<file path="config.mk">
export PLATFORM = sky130hd
export DESIGN_NAME = tti_front
export DESIGN_NICKNAME = d
export VERILOG_FILES = /design/src/rtl/core/tti_pkg.sv /design/src/rtl/core/tti_front.sv
export SDC_FILE = /design/constraint.sdc
export NUM_CORES = 1
export LEC_CHECK = 0
export BUFFER_PORTS_ARGS = -buffer_cell sky130_fd_sc_hd__buf_2
export CORE_MARGIN = 10
export CORE_UTILIZATION = 35
export CTS_CLUSTER_SIZE = 12
export DETAILED_ROUTE_END_ITERATION = 10
export PLACE_DENSITY = 0.56
export SLEW_MARGIN = 20
export SYNTH_ARGS = -nofsm -noshare
export SYNTH_HDL_FRONTEND = slang
export SYNTH_SLANG_ARGS = --single-unit
</file>
<file path="constraint.sdc">
create_clock -name clk -period 27.5 [get_ports clk]
set_input_delay 6.875 -clock clk [delete_from_list [all_inputs] [get_ports clk]]
set_output_delay 6.875 -clock clk [all_outputs]
set_load 0.005 [all_outputs]
</file>
<file path="src/rtl/core/tti_pkg.sv">
// ----------------------------------------------------------------------------
// tti_pkg: shared types and constants of the trilinear table interpolator
// Table geometry, fixed-point widths and the queue entry layout.
// ----------------------------------------------------------------------------
package tti_pkg;

  localparam int SLABS     = 20;
  localparam int GRID      = 32;
  localparam int PRESSURES = 4;
  localparam int LAST_SLAB = 17;

  localparam int SLAB_W = 5;
  localparam int GRID_W = 5;
  localparam int PRES_W = 2;

  // 20 slabs split evenly into parity banks, so a bank of slabs
  // holds either even or odd slab numbers (10 each)
  localparam int SLAB_HALF   = SLABS / 2;
  localparam int SLAB_HALF_W = 4;
  localparam int GRID_HALF_W = GRID_W - 1;
  // bank address: {desorb, pressure, slab/2, row/2, col/2}
  localparam int BANK_AW     = 1 + PRES_W + SLAB_HALF_W + 2 * GRID_HALF_W;
  localparam int BANK_DEPTH  = 2 * PRESSURES * 16 * (GRID / 2) * (GRID / 2);

  localparam logic OP_WRITE = 1'b0;
  localparam logic OP_QUERY = 1'b1;

  localparam logic [15:0] RECIP_RESET = 16'd10240;
  localparam logic [15:0] START_Q11   = 16'd4096;
  localparam logic [16:0] ONE_Q16     = 17'd65536;
  localparam logic [47:0] AMOUNT_MAX  = '1;

  // one item after classification in the front part
  typedef struct packed {
    logic                  is_query;
    logic                  wr_ok;
    logic                  desorb;
    logic [PRES_W-1:0]     pres;
    logic [SLAB_W-1:0]     s0;
    logic [GRID_W-1:0]     r0;
    logic [GRID_W-1:0]     c0;
    logic [16:0]           wa;
    logic [16:0]           wb;
    logic [16:0]           wc;
    logic                  flag;
    logic [31:0]           value;
    logic [15:0]           sa;
    logic [15:0]           sb;
    logic [15:0]           sc;
  } item_t;

endpackage

</file>
<file path="src/rtl/core/tti_front.sv">
// ----------------------------------------------------------------------------
// tti_front: input stage of the trilinear table interpolator
// Accepts items, locates slab/row/col cells and weights, registers result.
// ----------------------------------------------------------------------------
module tti_front (
  input  logic                  clk,
  input  logic                  rst,
  input  logic [15:0]           recip,
  input  logic                  in_valid,
  output logic                  in_ready,
  input  logic                  opcode,
  input  logic                  desorb,
  input  logic [1:0]            pressure_sel,
  input  logic [4:0]            slab,
  input  logic [4:0]            row,
  input  logic [4:0]            col,
  input  logic [31:0]           entry_value,
  input  logic [15:0]           size_a,
  input  logic [15:0]           size_b,
  input  logic [15:0]           size_c,
  output logic                  out_valid,
  input  logic                  out_ready,
  output tti_pkg::item_t        out_item
);

  // stage 1: row and col axis products (size - 2.0) * recip
  logic        s1_valid;
  logic        s1_ready;
  logic [31:0] s1_pb;
  logic [31:0] s1_pc;
  logic        s1_flag;
  tti_pkg::item_t s1_item;

  logic [15:0] db;
  logic [15:0] dc;
  logic        lo_flag;
  logic        s1_load;

  assign db      = (size_b < tti_pkg::START_Q11) ? 16'd0 : size_b - tti_pkg::START_Q11;
  assign dc      = (size_c < tti_pkg::START_Q11) ? 16'd0 : size_c - tti_pkg::START_Q11;
  assign lo_flag = (size_b < tti_pkg::START_Q11) || (size_c < tti_pkg::START_Q11);
  assign in_ready = !s1_valid || s1_ready;
  assign s1_load  = in_valid && in_ready;

  // slab locate: clamp size_a, split slab index and weight
  logic [15:0]               pa;
  logic                      a_flag;
  logic [tti_pkg::SLAB_W-1:0] s0a;
  logic [16:0]               wa;
  always_comb begin
    a_flag = size_a > 16'((tti_pkg::LAST_SLAB + 1) << 11);
    pa     = a_flag ? 16'((tti_pkg::LAST_SLAB + 1) << 11) : size_a;
    if (32'(pa[15:11]) > 32'(tti_pkg::LAST_SLAB)) begin
      s0a = tti_pkg::SLAB_W'(tti_pkg::LAST_SLAB);
      wa  = tti_pkg::ONE_Q16;
    end else begin
      s0a = pa[15:11];
      wa  = {1'b0, pa[10:0], 5'd0};
    end
  end

  // stage 1 registers
  always_ff @(posedge clk) begin
    if (rst) begin
      s1_valid <= 1'b0;
    end else if (in_ready) begin
      s1_valid <= in_valid;
    end
    if (s1_load) begin
      s1_pb            <= db * recip;
      s1_pc            <= dc * recip;
      s1_flag          <= lo_flag || a_flag;
      s1_item.is_query <= opcode == tti_pkg::OP_QUERY;
      s1_item.wr_ok    <= 32'(slab) < 32'(tti_pkg::SLABS);
      s1_item.desorb   <= desorb;
      s1_item.pres     <= pressure_sel;
      s1_item.s0       <= (opcode == tti_pkg::OP_QUERY) ? s0a : slab;
      s1_item.r0       <= row;
      s1_item.c0       <= col;
      s1_item.wa       <= wa;
      s1_item.wb       <= '0;
      s1_item.wc       <= '0;
      s1_item.flag     <= 1'b0;
      s1_item.value    <= entry_value;
      s1_item.sa       <= size_a;
      s1_item.sb       <= size_b;
      s1_item.sc       <= size_c;
    end
  end

  // stage 2: saturate and split row and col positions
  localparam logic [31:0] MAXPOS = 32'((tti_pkg::GRID - 1) << 21);
  logic [31:0]               pb;
  logic [31:0]               pc;
  logic                      fb;
  logic                      fc;
  logic [tti_pkg::GRID_W-1:0] r0q;
  logic [tti_pkg::GRID_W-1:0] c0q;
  logic [16:0]               wbq;
  logic [16:0]               wcq;
  tti_pkg::item_t            s2_item;
  always_comb begin
    fb = s1_pb > MAXPOS;
    fc = s1_pc > MAXPOS;
    pb = fb ? MAXPOS : s1_pb;
    pc = fc ? MAXPOS : s1_pc;
    if (32'(pb[31:21]) > 32'(tti_pkg::GRID - 2)) begin
      r0q = tti_pkg::GRID_W'(tti_pkg::GRID - 2);
      wbq = tti_pkg::ONE_Q16;
    end else begin
      r0q = pb[21 +: tti_pkg::GRID_W];
      wbq = {1'b0, pb[20:5]};
    end
    if (32'(pc[31:21]) > 32'(tti_pkg::GRID - 2)) begin
      c0q = tti_pkg::GRID_W'(tti_pkg::GRID - 2);
      wcq = tti_pkg::ONE_Q16;
    end else begin
      c0q = pc[21 +: tti_pkg::GRID_W];
      wcq = {1'b0, pc[20:5]};
    end
  end

  // queries take the located row and col, writes pass as they are
  always_comb begin
    s2_item = s1_item;
    if (s1_item.is_query) begin
      s2_item.r0   = r0q;
      s2_item.c0   = c0q;
      s2_item.wb   = wbq;
      s2_item.wc   = wcq;
      s2_item.flag = s1_flag || fb || fc;
    end
  end

  assign s1_ready = !out_valid || out_ready;

  always_ff @(posedge clk) begin
    if (rst) begin
      out_valid <= 1'b0;
    end else if (s1_ready) begin
      out_valid <= s1_valid;
    end
    if (s1_valid && s1_ready) begin
      out_item <= s2_item;
    end
  end

  // assertions
  assert property (@(posedge clk) disable iff (rst)
    out_valid && out_item.is_query |-> out_item.wb <= tti_pkg::ONE_Q16)
    else $error("row weight above one");
  assert property (@(posedge clk) disable iff (rst)
    out_valid && out_item.is_query |-> 32'(out_item.s0) <= 32'(tti_pkg::LAST_SLAB))
    else $error("base slab beyond last");
  assert property (@(posedge clk) disable iff (rst)
    s1_valid && !s1_ready |=> s1_valid)
    else $error("stage one item dropped");

endmodule

</file>
* Word level (Yosys, flattened, before mapping)
Cells that the tools add are included.
W data, S select, Z words.
** Cells by class
- Magnitude comparators :: 9
- $mul :: 2
- Reduce and logical (&&, ||, !) cells :: 13
- Bitwise operators :: 1
- Multiplexer cells :: 13
- Add/subtract/negate cells :: 2
** Operator list (number)
- $gt A32 B26 Y1 const B :: 2
- $mul A16 B16 Y32 :: 2
- $mux W32 :: 2
- $mux W17 :: 3
- $mux W16 :: 3
- $lt A16 B13 Y1 const B :: 2
- $sub A16 B13 Y16 const B :: 2
- $gt A11 B5 Y1 const B :: 2
- $mux W5 :: 4
- $gt A16 B16 Y1 const B :: 1
- $mux W10 :: 1
- $logic_or A1 B1 Y1 :: 6
- $reduce_or A3 Y1 :: 2
- $gt A5 B5 Y1 const B :: 1
- $lt A5 B5 Y1 const B :: 1
- $logic_and A1 B1 Y1 :: 2
- $logic_not A1 Y1 :: 2
- $reduce_or A2 Y1 :: 1
- $not A1 Y1 :: 1
** Word-level totals
- Flip-flop bits (word level) :: 336
- Output and inout port bits :: 154

* Logic depth before layout (Yosys ltp)
- Word-level depth :: 5
- Mapped depth :: 28
- Depth with buffers taken out :: 25

* Worst setup path before layout
Ideal clock, no wire load.
- Path kind :: input to register
- From :: input out_ready
- To :: register out_item[0] (netlist bit) (enable)
- Path slack :: 13377 ps
- Data arrival time :: 13450 ps
- Required time :: 26827 ps
- Cell stages on the path :: 2
- Library setup time :: 673 ps
- Cell sequence :: nor2b_1 nor2b_1
** Between the ends
- Word-level cells in the longest chain between the ends :: 2
** RTL lines
- start, declared :: line tti_front.sv:22 : input logic out_ready,
- $logic_or A1 B1 Y1 :: line tti_front.sv:135 : assign s1_ready = !out_valid || out_ready;
- $logic_and A1 B1 Y1 :: line tti_front.sv:143 : if (s1_valid && s1_ready) begin
- end signal, assigned :: line tti_front.sv:144 : out_item <= s2_item;
- end, declared :: line tti_front.sv:23 : output tti_pkg::item_t out_item
Every way passes these cells.
A chain may end at the register's enable or synchronous reset.

* Worst setup path after layout
- From :: input out_ready
- To :: output in_ready
** Between the ends
- Word-level cells in the longest chain between the ends :: 2
** RTL lines
- $logic_or A1 B1 Y1 :: line tti_front.sv:135
- $logic_or A1 B1 Y1 :: line tti_front.sv:42 : assign in_ready = !s1_valid || s1_ready;
- end, declared :: line tti_front.sv:10 : output logic in_ready,
Every way passes these cells.

==> summary.md <==
| Metric | Value |
|---|---|
| Status | complete, no violations |
| GR Util All Layers | 14.87% |
| Met1 usage | 19.68% |
| Cts repair resizes | 0 |
| Worst Setup SP | out_ready |
| CTS root buffer | clkbuf_16 |
| Final Util | 39.82% |
| Register area | 0.009769 sq mm |
| Critical setup path kind | input port to output pin |
| WL per Instance | 17.91 um |
| Clock transition at path regs | 0.06 ns |
| Post-Syn Area | 0.02784 sq mm |
| IO buf count | 267 |
| Die Ht | 302.1 um |
| Initial Util | 35.30% |
| Setup repair after global routing missed its margin | false |
| Multi-input gate area | 0.01594 sq mm |
| Clock Path Buffers | 3 |
| Seq/Total Area, Yosys | 35.09% |
| GRT busiest layer | met2 |
| Synth unique cells | 61 |
| Setup Skew | 0.01714 ns |
| Top FF cell, synth | edfxtp_1 |
| Power Dens Cells | 126.5 mW/mm^2 |
| Max Slew Vio Count | 0 |
| Period Utilization, post-route | 52.50% |
| Layout fillers | 7650 |
| Syn avg cell area | 11.22 sq um |
| Vias in the first global route | 20047 |
| Post-CTS setup buffers | 0 |
| Final GP Congestion | 0.8597 |
| Worst Tran Pin Value | 1.059 ns |
| Clk_lat worst skew | 0.55 ns |
| Area grow syn2layout | 12.81% |
| M3 GR Usage | 2.395% |
| Final hold vios | 0 |
| IR drop worst, VDD | 0.0001371 V |
| CP most frequent cell | buf_2 |
| Hold Buf Count CTS | 0 |
| Min Tclk post-route | 14.44 ns |
| Cells along the critical path | buf_2 -> nor2b_1 -> nand2_1 -> buf_2 |
| Worst endpoint required time | 20.62 ns |
| Hold_sp | s1_item[14] |
| Ys async rst share | 0% |
| Setup_tns | 0 ns |
| Drt drc | 0 |
| CP Launch Type | input port |
| Slew HR | 29.06% |
| FMAX | 69.26 MHz |
| CTS tree | done |
| Endpoints failing setup | 0 |
| WP data arrival | 7.56 ns |
| Grt met2 use | 25.21% |
| Initial DRC count | 944 |
| Crit-path max cell delay | 0.32 ns |
| CP top delay family | simple AND/OR/NAND/NOR gates |
| Max-cap violations | 0 |
| Crit. End Element | output pin |
| H-tree depth | 2 |
| Cells after Synth | 2482 |
| Flops & latches, synth | 326 |
| Core Footprint | 0.07887 sq mm |
| Via count | 18269 |
| WL final | 67880 um |
| Hpwl dp | 52500 um |
| Worst min path class | flop to flop |
| CTS Buf Count | 35 |
| Antenna violations before repair | 10 |
| Rows | 103 |
| Worst r2r src | out_valid |
| Final ANT Viol Nets | 0 |
| # nets final | 3439 |
| Die width | 302.1 um |
| Crit Path Max Fanout | 4 |
| Via density per instance | 4.820 |
| Post-synth EDFFs | 324 |
| First-pass GRT wire length | 108600 um |
| I/O Pins | 273 |
| Largest net degree at the start of global routing | 69 |
| P_leak | 14.34 nW |
| Grt ovf | 0 |
| Slowest cell on the critical path | nor2b_1 |
| Yosys Warn Count | 0 |
| Total die area | 0.09123 sq mm |
| CTS sink count | 326 |
| Worst Path Buf+Inv | 2 |
| Share of layout cells above drive strength 1 | 13.38% |
| DRT Pass-1 Iters | 5 |
==> per-stage QoR <==
step / cell area, sq um / cells / total power [mW] / hold WS [ns] / worst slack (ns)
after CTS: 31400 / 3786 / 4.013 / 0.4131 / 13.07
after floorplan: 27860 / 2486 / 2.861 / 0.4003 / 13.38
after detailed placement: 30380 / 3735 / 3.561 / 0.4045 / 13.07
final: 31410 / 3790 / 3.973 / 0.4146 / 13.06
after global placement: 30380 / 3735 / 3.512 / 0.4003 / 13.09
after global routing: 31410 / 3789 / 4.379 / 0.4209 / 13.04
==> layout by cell type (no fill, tap or decap), types with 15 or more instances in the layout <==
cell type | netlist | layout
inv_1 | 468 | 468
fa_1 | 388 | 388
edfxtp_1 | 324 | 324
and2_1 | 302 | 301
nand2_1 | 298 | 298
buf_2 | 2 | 267
ha_1 | 210 | 210
a21oi_1 | 60 | 60
nor2_1 | 49 | 49
xnor2_1 | 35 | 35
clkbuf_16 | 0 | 35
buf_4 | 5 | 35
o21ai_0 | 31 | 31
nor2b_1 | 30 | 29
a21o_1 | 25 | 25
xor2_1 | 24 | 24
nand3_1 | 15 | 15
nor4_1 | 15 | 15
==> cell families (layout without fill, tap and decap cells) <==
| kind of cell | Yosys count | count (layout) | synth area share [%] |
|---|---|---|---|
| buffers and inverters | 571 | 821 | 7.774 |
| adder cells (fa/ha/maj) | 598 | 598 | 37.33 |
| AND/OR/NAND/NOR | 746 | 746 | 13.57 |
| flip-flops | 326 | 326 | 35.09 |
| XOR/XNOR | 59 | 59 | 1.856 |
| AO/OA/AOI/OAI | 177 | 177 | 4.206 |
| multiplexers | 4 | 4 | 0.1573 |
| other | 1 | 9 | 0.01347 |
==> cells in the mapped netlist (all sizes together), types with 3 or more instances <==
master / n / area [sq um]
nor3: 9 / 45.04
inv: 468 / 1757
a21o: 26 / 196.4
xnor2: 35 / 306.5
and2: 302 / 1889
ha: 210 / 2628
nor2: 50 / 190.2
a211oi: 6 / 55.05
and3: 4 / 25.02
edfxtp: 324 / 9729
nand4: 13 / 81.33
o21ai: 34 / 170.2
clkbuf: 93 / 349.1
nand3b: 3 / 22.52
xor2: 24 / 210.2
nand2: 298 / 1119
o21bai: 7 / 56.30
a31o: 5 / 43.79
fa: 388 / 7767
nand3: 15 / 75.07
buf: 10 / 58.81
mux2: 3 / 33.78
nor2b: 30 / 187.7
a31oi: 5 / 31.28
o211ai: 3 / 22.52
nor4: 15 / 93.84
a41oi: 3 / 26.28
o21a: 5 / 37.54
a21oi: 60 / 300.3
==> state kept, by name (all words and copies together), names as in the netlist <==
| name | count |
|---|---|
| s1_pb | 32 |
| s1_flag | 1 |
| s1_pc | 32 |
| s1_item | 112 |
| s1_valid | 1 |
| out_valid | 1 |
| out_item | 147 |
==> where the power goes <==
part           switching, mW  internal (mW)  leakage, nW  total, mW
Sequential            0.0286          0.761         3.11      0.790
Clock                  0.184          0.243        0.491      0.426
Combinational           1.64           1.11         10.7       2.76
==> worst paths after layout <==
kind	to	slack [ns]	depth (start not counted)
max	in_ready	13.06	4
min reg2reg	out_item[14]	0.41	0
max reg2reg	s1_pb[10]	24.25	5
min	out_item[14]	0.41	0
==> area by class of cell <==
class	count	area share [%]
repair buffers	302	5.091
inverters	468	5.593
flip-flops and latches	326	31.10
multi-input cells	1589	50.76
clock inverters	11	0.3904
clock buffers	40	2.848
well taps	1050	4.183
diodes	4	0.03187
==> routing by layer <==
layer  vias to the layer above  share of wire, %
met5                         -              0.11
met4                        12               2.1
met3                        93               6.4
met2                       547                48
met1                      9345                44
li1                       8272                 -
Note: power is estimated with default switching activity, not from simulation.
