### src/rtl/core/tti_pkg.sv
// ----------------------------------------------------------------------------
// tti_pkg: shared types and constants of the trilinear table interpolator
// Table geometry, fixed-point widths and the queue entry layout.
// ----------------------------------------------------------------------------
package tti_pkg;

  localparam int SLABS     = 20;
  localparam int GRID      = 32;
  localparam int PRESSURES = 4;
  localparam int LAST_SLAB = 17;

  localparam int SLAB_W = 5;
  localparam int GRID_W = 5;
  localparam int PRES_W = 2;

  // 20 slabs split evenly into parity banks, so a bank of slabs
  // holds either even or odd slab numbers (10 each)
  localparam int SLAB_HALF   = SLABS / 2;
  localparam int SLAB_HALF_W = 4;
  localparam int GRID_HALF_W = GRID_W - 1;
  // bank address: {desorb, pressure, slab/2, row/2, col/2}
  localparam int BANK_AW     = 1 + PRES_W + SLAB_HALF_W + 2 * GRID_HALF_W;
  localparam int BANK_DEPTH  = 2 * PRESSURES * 16 * (GRID / 2) * (GRID / 2);

  localparam logic OP_WRITE = 1'b0;
  localparam logic OP_QUERY = 1'b1;

  localparam logic [15:0] RECIP_RESET = 16'd10240;
  localparam logic [15:0] START_Q11   = 16'd4096;
  localparam logic [16:0] ONE_Q16     = 17'd65536;
  localparam logic [47:0] AMOUNT_MAX  = '1;

  // one item after classification in the front part
  typedef struct packed {
    logic                  is_query;
    logic                  wr_ok;
    logic                  desorb;
    logic [PRES_W-1:0]     pres;
    logic [SLAB_W-1:0]     s0;
    logic [GRID_W-1:0]     r0;
    logic [GRID_W-1:0]     c0;
    logic [16:0]           wa;
    logic [16:0]           wb;
    logic [16:0]           wc;
    logic                  flag;
    logic [31:0]           value;
    logic [15:0]           sa;
    logic [15:0]           sb;
    logic [15:0]           sc;
  } item_t;

endpackage

### src/rtl/core/tti_fifo.sv
// ----------------------------------------------------------------------------
// tti_fifo: short queue between front and back parts
// Four-entry register queue of classified items.
// ----------------------------------------------------------------------------
module tti_fifo (
  input  logic           clk,
  input  logic           rst,
  input  logic           in_valid,
  output logic           in_ready,
  input  tti_pkg::item_t in_item,
  output logic           out_valid,
  input  logic           out_ready,
  output tti_pkg::item_t out_item
);

  tti_pkg::item_t mem [4];
  logic [1:0]     wptr;
  logic [1:0]     rptr;
  logic [2:0]     count;
  logic           push;
  logic           pop;

  assign in_ready  = count != 3'd4;
  assign out_valid = count != 3'd0;
  assign out_item  = mem[rptr];
  assign push      = in_valid && in_ready;
  assign pop       = out_valid && out_ready;

  // pointer and count update
  always_ff @(posedge clk) begin
    if (rst) begin
      wptr  <= '0;
      rptr  <= '0;
      count <= '0;
    end else begin
      if (push) wptr <= wptr + 2'd1;
      if (pop) rptr <= rptr + 2'd1;
      count <= count + 3'(push) - 3'(pop);
    end
  end

  // storage
  always_ff @(posedge clk) begin
    if (push) mem[wptr] <= in_item;
  end

  assert property (@(posedge clk) disable iff (rst) count <= 3'd4)
    else $error("queue count overflow");
  assert property (@(posedge clk) disable iff (rst)
    count == 3'd4 |-> !in_ready)
    else $error("full queue accepts");
  assert property (@(posedge clk) disable iff (rst)
    push && !pop |=> count == $past(count) + 3'd1)
    else $error("queue count mismatch");

endmodule

### config.mk
export PLATFORM = sky130hd
export DESIGN_NAME = tti_fifo
export DESIGN_NICKNAME = d
export VERILOG_FILES = /design/src/rtl/core/tti_pkg.sv /design/src/rtl/core/tti_fifo.sv
export SDC_FILE = /design/constraint.sdc
export NUM_CORES = 1
export LEC_CHECK = 0
export BUFFER_PORTS_ARGS = -buffer_cell sky130_fd_sc_hd__buf_2
export CORE_MARGIN = 3
export CORE_UTILIZATION = 35
export DETAILED_ROUTE_END_ITERATION = 8
export SKIP_CTS_REPAIR_TIMING = 1
export SLEW_MARGIN = 25
export SYNTH_ARGS = -nofsm -noshare
export SYNTH_HDL_FRONTEND = slang
export SYNTH_SLANG_ARGS = --single-unit
### constraint.sdc
create_clock -name clk -period 7.26 [get_ports clk]
set_input_delay 1.452 -clock clk [delete_from_list [all_inputs] [get_ports clk]]
set_output_delay 1.452 -clock clk [all_outputs]
set_load 0.01 [all_outputs]
## Word level (Yosys, flattened, before mapping)

Memories as Yosys holds them, arrays and structs flattened. A register that Yosys moved wholly into a read port is not among the register bits.
Index checks and enable logic that the tools add are counted.

- Bitwise gates (word level): 0
- Div/mod/pow operators: 0
- Multiply operators: 0
- Multiplexer cells: 4
- Magnitude comparators: 0
- Reductions and logical operators: 3
- Add/sub/neg operators: 4
- Equality and inequality tests: 1
- Shift operators: 0

Operator list:

| operator | count |
|---|---|
| 2-bit by 1-bit adder with 2-bit output, second input constant | 2 |
| 2-bit two-way mux | 2 |
| 3-bit by 1-bit adder with 3-bit output | 1 |
| 3-bit inequality test, second input constant | 1 |
| 3-bit nonzero test | 1 |
| 3-bit by 1-bit subtractor with 3-bit output | 1 |
| 1-bit logical AND | 2 |
| 1-bit two-way mux | 2 |

- Output and inout port bits: 154
- Register bits after elaboration: 7
- Memory bits (writable): 608
- Latch bits: 0
- Memories kept: 1
- Memory bits (read-only): 0
- Logic and storage cells: 16
- Bits of input ports: 156

Memories:

| memory | depth | width | rd ports | clocked after Yosys merged registers in | write ports | line | RTL |
|---|---|---|---|---|---|---|---|
| mem | 4 | 152 | 1 | 1 | 1 | tti_fifo.sv:16 | `tti_pkg::item_t mem [4];` |

## Longest topological paths before layout

Gate-level depths: netlist (run 1).

- Word-level depth: 4
- Mapped depth: 11
- Gate-level depth less buffers: 11

## Worst setup path after synthesis (run 1)

No wires, ideal clock.

- Kind: in2reg
- From: input in_valid
- To: memory mem[0][0] (netlist bit) (enable)
- Library setup time: 0.530 ns
- Required time: 6.730 ns
- Path slack: 1.390 ns
- Buffers on the path: 0
- Cell stages on the path: 2
- Data arrival time: 5.340 ns
- Cell sequence: a21boi_1 -> and2_1

- Word-level cells in the longest chain between the ends: 3

RTL lines:

| element | line | RTL |
|---|---|---|
| start, declared | tti_fifo.sv:8 | `input logic in_valid,` |
| 1-bit logical AND | tti_fifo.sv:26 | `assign push = in_valid && in_ready;` |
| 1-bit two-way mux | tti_fifo.sv:44 | `if (push) mem[wptr] <= in_item;` |
| 1-bit two-way mux (implied by the code) | tti_fifo.sv:44 |  |
| end, declared | tti_fifo.sv:16 |  |

Every way passes these cells.

==> impl_metrics.tcl, run 1 <==
set metrics [dict create \
    status "completed" \
    drt_iter0_drc 721 \
    placed_cell_area_um2 24900 \
    crit_chain "buf_12 > mux4_2 > buf_2" \
    asyncSetResetFlopFracSynth_pct 0 \
    synth_flop_cell "edfxtp_1" \
    design_area_um2 27000 \
    fmax_ghz 0.232 \
    fin_util_pct 42.7 \
    cts_root_buf "clkbuf_16" \
    setup_ws_ns 2.95 \
    multi_input_area_um2 3700 \
    seq_area_frac_synth_pct 82.4 \
    crit_path_max_fanout 92 \
    power.density_nw_per_um2 364 \
    crit_buf_inv 2 \
    rrSetupSlack_ns 4.24 \
    dr.pass1.iters 4 \
    synth_top_area_share_pct 81.6 \
    synth_cell_types 23 \
    numPortBuffers 309 \
    dpl.hpwl_mm 26.4 \
    start_util_pct 35.4 \
    routabilityCongestion 0.715 \
    cts.path.max_buffers 3 \
    hold_viol 0 \
    ir_drop_uv 242 \
    via_count 10072 \
    tightest_slew_ns 1.04 \
    cts_tree "yes" \
    drive_gt1_share_pct 45.4 \
    avgSynthCellArea_um2 26.5 \
    final_max_slew_viol_count 0 \
    rows 92 \
    seq_area_um2 18400 \
    wire_per_inst_um 21.8 \
    syn_area_um2 22400 \
    worstPathArrival_ns 2.86 \
    min_path_type "register to register" \
    path_clk_slew_ns 0.06 \
    pre_cts_ws_ns 3.20 \
    placeableCoreArea_um2 63200 \
    yosys.area.top_type "edfxtp_1" \
    min_period_over_period_pct 59.4 \
    slew_headroom_pct 30.6 \
    die_h_um 259 \
    fp.dieW_um 259 \
    synth_nets 1006 \
    antenna_found_initial 12 \
    critPathTopFamily "buffers and inverters" \
    ant_nets 0 \
    io_pins 310 \
    critPathMaxStageDelay_ns 0.69 \
    clock_latency_ns 0.57 \
    rsz0062_at_grt "false" \
    cp-start-kind "register" \
    first_global_vias 10928 \
    cts_buffers 67 \
    worstPathRequired_ns 5.81 \
    syn-instance-count 843 \
    grt_util_all_layers_pct 13.7 \
    skew_ns 0.0101 \
    crit_type "register to output port" \
    maxCapViolCount 0 \
    yosysWarningCount 0 \
    post_synth_most_frequent_cells "608 x edfxtp_1, 152 x mux4_2, 17 x buf_2, 10 x buf_6, 9 x dfxtp_1" \
    totalWireLength_mm 45.8 \
    yosysMostFrequentCell "edfxtp_1" \
    die_area_um2 67000 \
    viasPerCell 4.81 \
    synth_top_cells_by_area "edfxtp_1 82%, mux4_2 15%, dfxtp_1 0.81%" \
    drc 0 \
    cp-end-kind "output port" \
    area_growth_pct 20.7 \
    min_period_ns 4.31 \
    overflow 0 \
    fill_cells 5484 \
    setup_viol 0 \
    leakagePower_uw 0.00890 \
    fin_tns_setup_ns 0 \
    nets 1363 \
    grt_pass1_wl_mm 69.0 \
    htreeDepth 3 \
    synth_edf_count 608 \
    cp_slowest_cell "dfxtp_4" \
    ys_ff_latch 617 \
    cts.sinks 617 \
    grt_max_degree 153 \
]
[routing by layer]
metal | GRT usage, % | wire length [µm]
met1 | 18.1 | 19100
met2 | 21.9 | 22500
met5 | 0 | 98
met3 | 4.79 | 3460
met4 | 3.54 | 691
[tightest hold or removal path, delay by kind of cell (launching register included)]
kind             cells  cell delay, ns
DFF                  1            0.34
muxes                1            0.06
and+or+nand+nor      1            0.08
[placed cells by master (no fill, tap or decap)]
cell type  netlist  routed
nand2_1          1       1
nor2_1           8       8
clkbuf_1         8      19
a21boi_1         1       1
dfxtp_1          9       7
buf_12           0       3
diode_2          0       1
inv_1            5       5
o31a_1           1       1
mux2_2           1       1
mux4_2         152     152
nor3_1           1       1
ha_1             6       6
nand2b_1         2       2
and2_1           5       1
nor2b_1          1       1
and2_4           0       4
fa_1             1       1
dfxtp_4          0       2
mux2i_1          1       1
or3_1            1       1
o311ai_0         1       1
bufinv_16        0       3
clkinv_4         0       1
buf_4            0      11
edfxtp_1       608     608
xor2_1           2       2
clkinv_2         0       7
xnor2_1          1       1
buf_2           17     309
clkinv_1         0      14
clkbuf_16        0      73
[metrics by stage]
step | hold WS (ns) | power (µW) | cells
floorplan | 0.482 | 5970 | 843
global placement | 0.502 | 6750 | 1977
detailed placement | 0.516 | 6780 | 1977
CTS | 0.526 | 10000 | 2094
global route | 0.555 | 10300 | 2094
finish | 0.521 | 9830 | 2095
[sequential cells by signal, indices dropped and copies added, names as in the netlist, named ones only]
name,flops
wptr,2
rptr,2
mem,608
count,3
[worst paths after layout]
path / start / endpoint / cells after the start
worst max-delay path: register / out_item[60] / 3
worst min-delay path: wptr[1] / wptr[1] / 2
worst max register to register: count[1] / mem[3][106] / 4
worst min register to register: wptr[1] / wptr[1] / 2
[logic make-up after synthesis]
logic type               count (synthesis)  share of synthesized area, %
AND/OR/NAND/NOR                         19                         0.425
AO/OA/AOI/OAI                            3                         0.112
buffers and inverters                   40                          1.10
multiplexers                           154                          15.4
XOR/XNOR                                 3                         0.117
adder cells (fa/ha/maj)                  7                         0.425
flip-flops                             617                          82.4
[power by group]
group / internal, µW / total [µW] / switching, µW
Sequential: 4370 / 4480 / 117
Combinational: 968 / 2140 / 1170
Clock: 1930 / 3210 / 1280
[cell type report]
class	instances	area share (%)
flip-flops and latches	617	68.3
inverters	5	0.0695
repair buffers	323	6.26
diodes	1	0.00927
clock buffers	92	7.03
multi-input cells	186	13.7
well taps	846	3.92
clock inverters	25	0.691
Note: power is estimated with default switching activity, not from simulation.
==> run 2: changes to the inputs <==
Clock period 7.26 ns to 3.9 ns, I/O delays scaled along.
==> impl_metrics.tcl, run 2 (synthesis results as in run 1) <==
set metrics [dict create \
    rows 92 \
    gr-usage-met2_pct 22.0 \
    grt_use_met3_pct 5.48 \
    start_util_pct 35.4 \
    drive_gt1_share_pct 46.2 \
    via_count 10102 \
    power.density_nw_per_um2 685 \
    fill_cells 5389 \
    reg2reg_depth 11 \
    fin_tns_setup_ns 0 \
    setup_ws_ns 0.771 \
    cp-end-kind "output port" \
    cp-start-kind "register" \
    overflow 0 \
    pre_cts_ws_ns 0.982 \
    status "completed" \
    hold_slack_ns 0.415 \
    ant_nets 0 \
    crit_type "register to output port" \
    min_to "mem[2][91]" \
    grt_pass1_wl_mm 68.7 \
    die_area_um2 67000 \
    stdcell_count 2104 \
    min_period_ns 3.13 \
    crit_path_max_fanout 79 \
    skew_ns 0.0167 \
    busiest_layer "met2" \
    wire_per_inst_um 21.8 \
    grt_util_all_layers_pct 13.8 \
    rrSetupSlack_ns 1.34 \
    leakagePower_uw 0.00897 \
    maxCapViolCount 0 \
    totalWireLength_mm 45.8 \
    path_clk_slew_ns 0.06 \
    dpl.hpwl_mm 26.5 \
    min_period_over_period_pct 80.2 \
    rsz0062_at_grt "false" \
    top_regs "mem: 608 flops, count: 3 flops" \
    final_cell_mix "608 x edfxtp_1, 309 x buf_2, 152 x mux4_2" \
    placeableCoreArea_um2 63200 \
    routabilityCongestion 0.731 \
    dr.pass1.iters 5 \
    ir_drop_uv 641 \
    rr_endpoint "count[2]" \
    drt_iter0_drc 720 \
    first_global_vias 10900 \
    fmax_ghz 0.320 \
    viasPerCell 4.80 \
    worstPathArrival_ns 2.35 \
    cts.sinks 617 \
    cts.path.max_buffers 3 \
    place_inst 1977 \
    nets 1364 \
    htreeDepth 3 \
    r2r-start "count[1]" \
    area_growth_pct 21.7 \
    cts_root_buf "clkbuf_16" \
    hold_viol 0 \
    fp.dieW_um 259 \
    largest_reg_flops 608 \
    setup_viol 0 \
    min_from "in_item[91]" \
    tightest_slew_ns 0.779 \
    cts_tree "yes" \
    cts_buffers 68 \
    die_h_um 259 \
    antenna_found_initial 15 \
    holdPathStages 1 \
    io_pins 310 \
    slew_headroom_pct 48.1 \
    p_total_uw 18700 \
    drc 0 \
    final_max_slew_viol_count 0 \
    layout_commonest_cell "edfxtp_1" \
    worstPathRequired_ns 3.12 \
    use_met1_pct 17.3 \
    numPortBuffers 309 \
    regMostFlops "mem" \
    grt_max_degree 108 \
    clock_latency_ns 0.58 \
    min_path_type "input pin to register" \
]
run 2: cell types whose count changed in the layout (fill, tap and decap cells not counted), sizes merged:
cell,change
bufinv,+4
clkbuf,-7
clkinv,-1
clkinvlp,+5
diode,+5
inv,+3
run 2: worst max-delay path: stages, from the launching register on:
cell and delay (ns):
dfxtp_4 0.38, buf_12 0.45, mux4_2 0.62, buf_2 0.16
run 2: area by class of cell:
cell class	count	area, µm²	share of cell area [%]
flip-flops and latches	617	18400	67.7
multi-input cells	186	3700	13.6
clock buffers	85	1830	6.72
repair buffers	323	1790	6.57
well taps	846	1060	3.89
clock inverters	36	378	1.39
inverters	5	18.8	0.0689
diodes	6	15.0	0.0551
run 2: layer usage:
layer  routed length, µm  share of wire, %
met4                 957               2.1
met5                 107              0.23
met2               22100                48
met1               18600                41
met3                4070               8.9
run 2: power by group:
| part | switching (µW) | internal (µW) |
|---|---|---|
| logic | 2250 | 1840 |
| clock network | 2480 | 3800 |
| registers | 165 | 8120 |
| total | 4900 | 13800 |
run 2: worst max-delay path by stage:
stage,from,cells past startpoint,endpoint,slack (ns)
finish,register,3,out_item[84],0.77
global route,register,3,out_item[127],0.61
CTS,register,3,out_item[84],0.67
detailed placement,in_valid,11,count[2],0.98
global placement,in_valid,11,count[2],0.98
floorplan,in_valid,2,mem[0][0],0.38
run 2: stage by stage:
step	util (%)	instance area, µm²
global route	43.1	27200
CTS	43.1	27200
global placement	39.6	25000
floorplan	-	22400
detailed placement	39.6	25000
finish	43.1	27200
==> run 3: changes to the inputs <==
Clock period 3.9 ns to 2.9 ns, I/O delays scaled along.
==> impl_metrics.tcl, run 3 (synthesis results as in run 1) <==
set metrics [dict create \
    switching_share_pct 25.9 \
    drt_iter0_drc 691 \
    top_layer_used "met5" \
    p_clk_share_pct 33.0 \
    first_global_vias 10962 \
    dpl.hpwl_mm 28.0 \
    power.internal_uw 18600 \
    fmax_ghz 0.357 \
    fp.dieW_um 259 \
    drive_gt1_share_pct 46.4 \
    slew_headroom_pct 65.9 \
    routabilityCongestion 0.696 \
    crit_type "register to output port" \
    tightest_slew_ns 0.511 \
    wl_met3_mm 3.79 \
    start_util_pct 35.4 \
    grt_util_all_layers_pct 13.7 \
    power.density_nw_per_um2 916 \
    final_cell_mix "608 x edfxtp_1, 301 x buf_2, 152 x mux4_2" \
    numPortBuffers 309 \
    hold_slack_ns 0.214 \
    worstPathRequired_ns 2.32 \
    ir_drop_uv 620 \
    status "completed" \
    crit_path_max_fanout 48 \
    die_area_um2 67000 \
    htreeDepth 3 \
    leakagePower_uw 0.00908 \
    cts_buffers 66 \
    nets 1378 \
    path_clk_slew_ns 0.06 \
    wire_per_inst_um 21.6 \
    grt_max_degree 71 \
    setup_viol 0 \
    final_max_slew_viol_count 0 \
    power.switching_uw 6520 \
    cts_tree "yes" \
    layout_commonest_cell "edfxtp_1" \
    worstPathArrival_ns 2.22 \
    ant_nets 0 \
    met1_length_mm 18.7 \
    rows 92 \
    cts.path.max_buffers 3 \
    area_growth_pct 22.7 \
    dr.pass1.iters 4 \
    cts.sinks 617 \
    min_period_ns 2.80 \
    antenna_found_initial 11 \
    placeableCoreArea_um2 63200 \
    grt_pass1_wl_mm 68.7 \
    fin_util_pct 43.5 \
    hold_viol 0 \
    share_seq_of_total_power_pct 44.4 \
    cts_root_buf "clkbuf_16" \
    maxCapViolCount 0 \
    cp-end-kind "output port" \
    totalWireLength_mm 45.6 \
    skew_ns 0.0186 \
    pre_cts_ws_ns 0.511 \
    die_h_um 259 \
    regMostFlops "mem" \
    min_period_over_period_pct 96.5 \
    clock_latency_ns 0.58 \
    rsz0062_at_grt "true" \
    fill_cells 5450 \
    io_pins 310 \
    largest_reg_flops 608 \
    setup_ws_ns 0.100 \
    cp-start-kind "register" \
    power_frac_comb_pct 22.6 \
    viasPerCell 4.77 \
    top_regs "mem: 608 flops, count: 3 flops" \
    via_count 10076 \
    wl_met2_mm 22.1 \
    drc 0 \
    min_path_type "input pin to register" \
    overflow 0 \
]
run 3: stage by stage:
step / area [µm²] / setup TNS (ns) / cells / total power (µW)
floorplan: 22400 / -255.76 / 843 / 14800
global placement: 25300 / 0 / 1993 / 17100
detailed placement: 25300 / 0 / 1993 / 17200
CTS: 27400 / -0.0355 / 2109 / 25600
global route: 27500 / -0.183 / 2111 / 26400
finish: 27500 / 0 / 2112 / 25100
run 3: path summary, 6_finish.rpt:
check	depth (start not counted)	slack, ns	end	from
hold reg to reg	2	0.52	wptr[1]	wptr[1]
setup / recovery	3	0.10	out_item[44]	register
hold / removal	1	0.21	mem[1][17]	in_item[17]
setup reg to reg	11	0.62	count[2]	count[1]
run 3: power by group through the flow:
stage | registers [µW] | clock network, µW | logic, µW
floorplan | 11300 | 0 | 3520
global placement | 11300 | 0 | 5780
detailed placement | 11400 | 0 | 5790
CTS | 11200 | 8590 | 5800
global route | 11300 | 8950 | 6170
finish | 11200 | 8300 | 5680
run 3: final cells by class:
cell class                 count  area [µm²]  area share [%]
timing repair buffer         339        2100            7.63
tap                          846        1060            3.85
sequential                   617       18400            67.2
antenna                        3        7.51          0.0273
clock buffer                  81        1740            6.33
multi-input combinational    186        3700            13.5
clock inverter                35         398            1.45
inverter                       5        18.8          0.0683
run 3: worst max-delay path: stages (launching register included):
cell and delay, ns:
dfxtp_4 0.48, buf_16 0.36, mux4_2 0.61, buf_6 0.15
run 3: metal layers:
layer,global-route usage (%),vias to the layer above
met2,21.9,298
li1,-,4412
met4,4.10,14
met5,0,-
met1,17.8,5284
met3,4.89,68
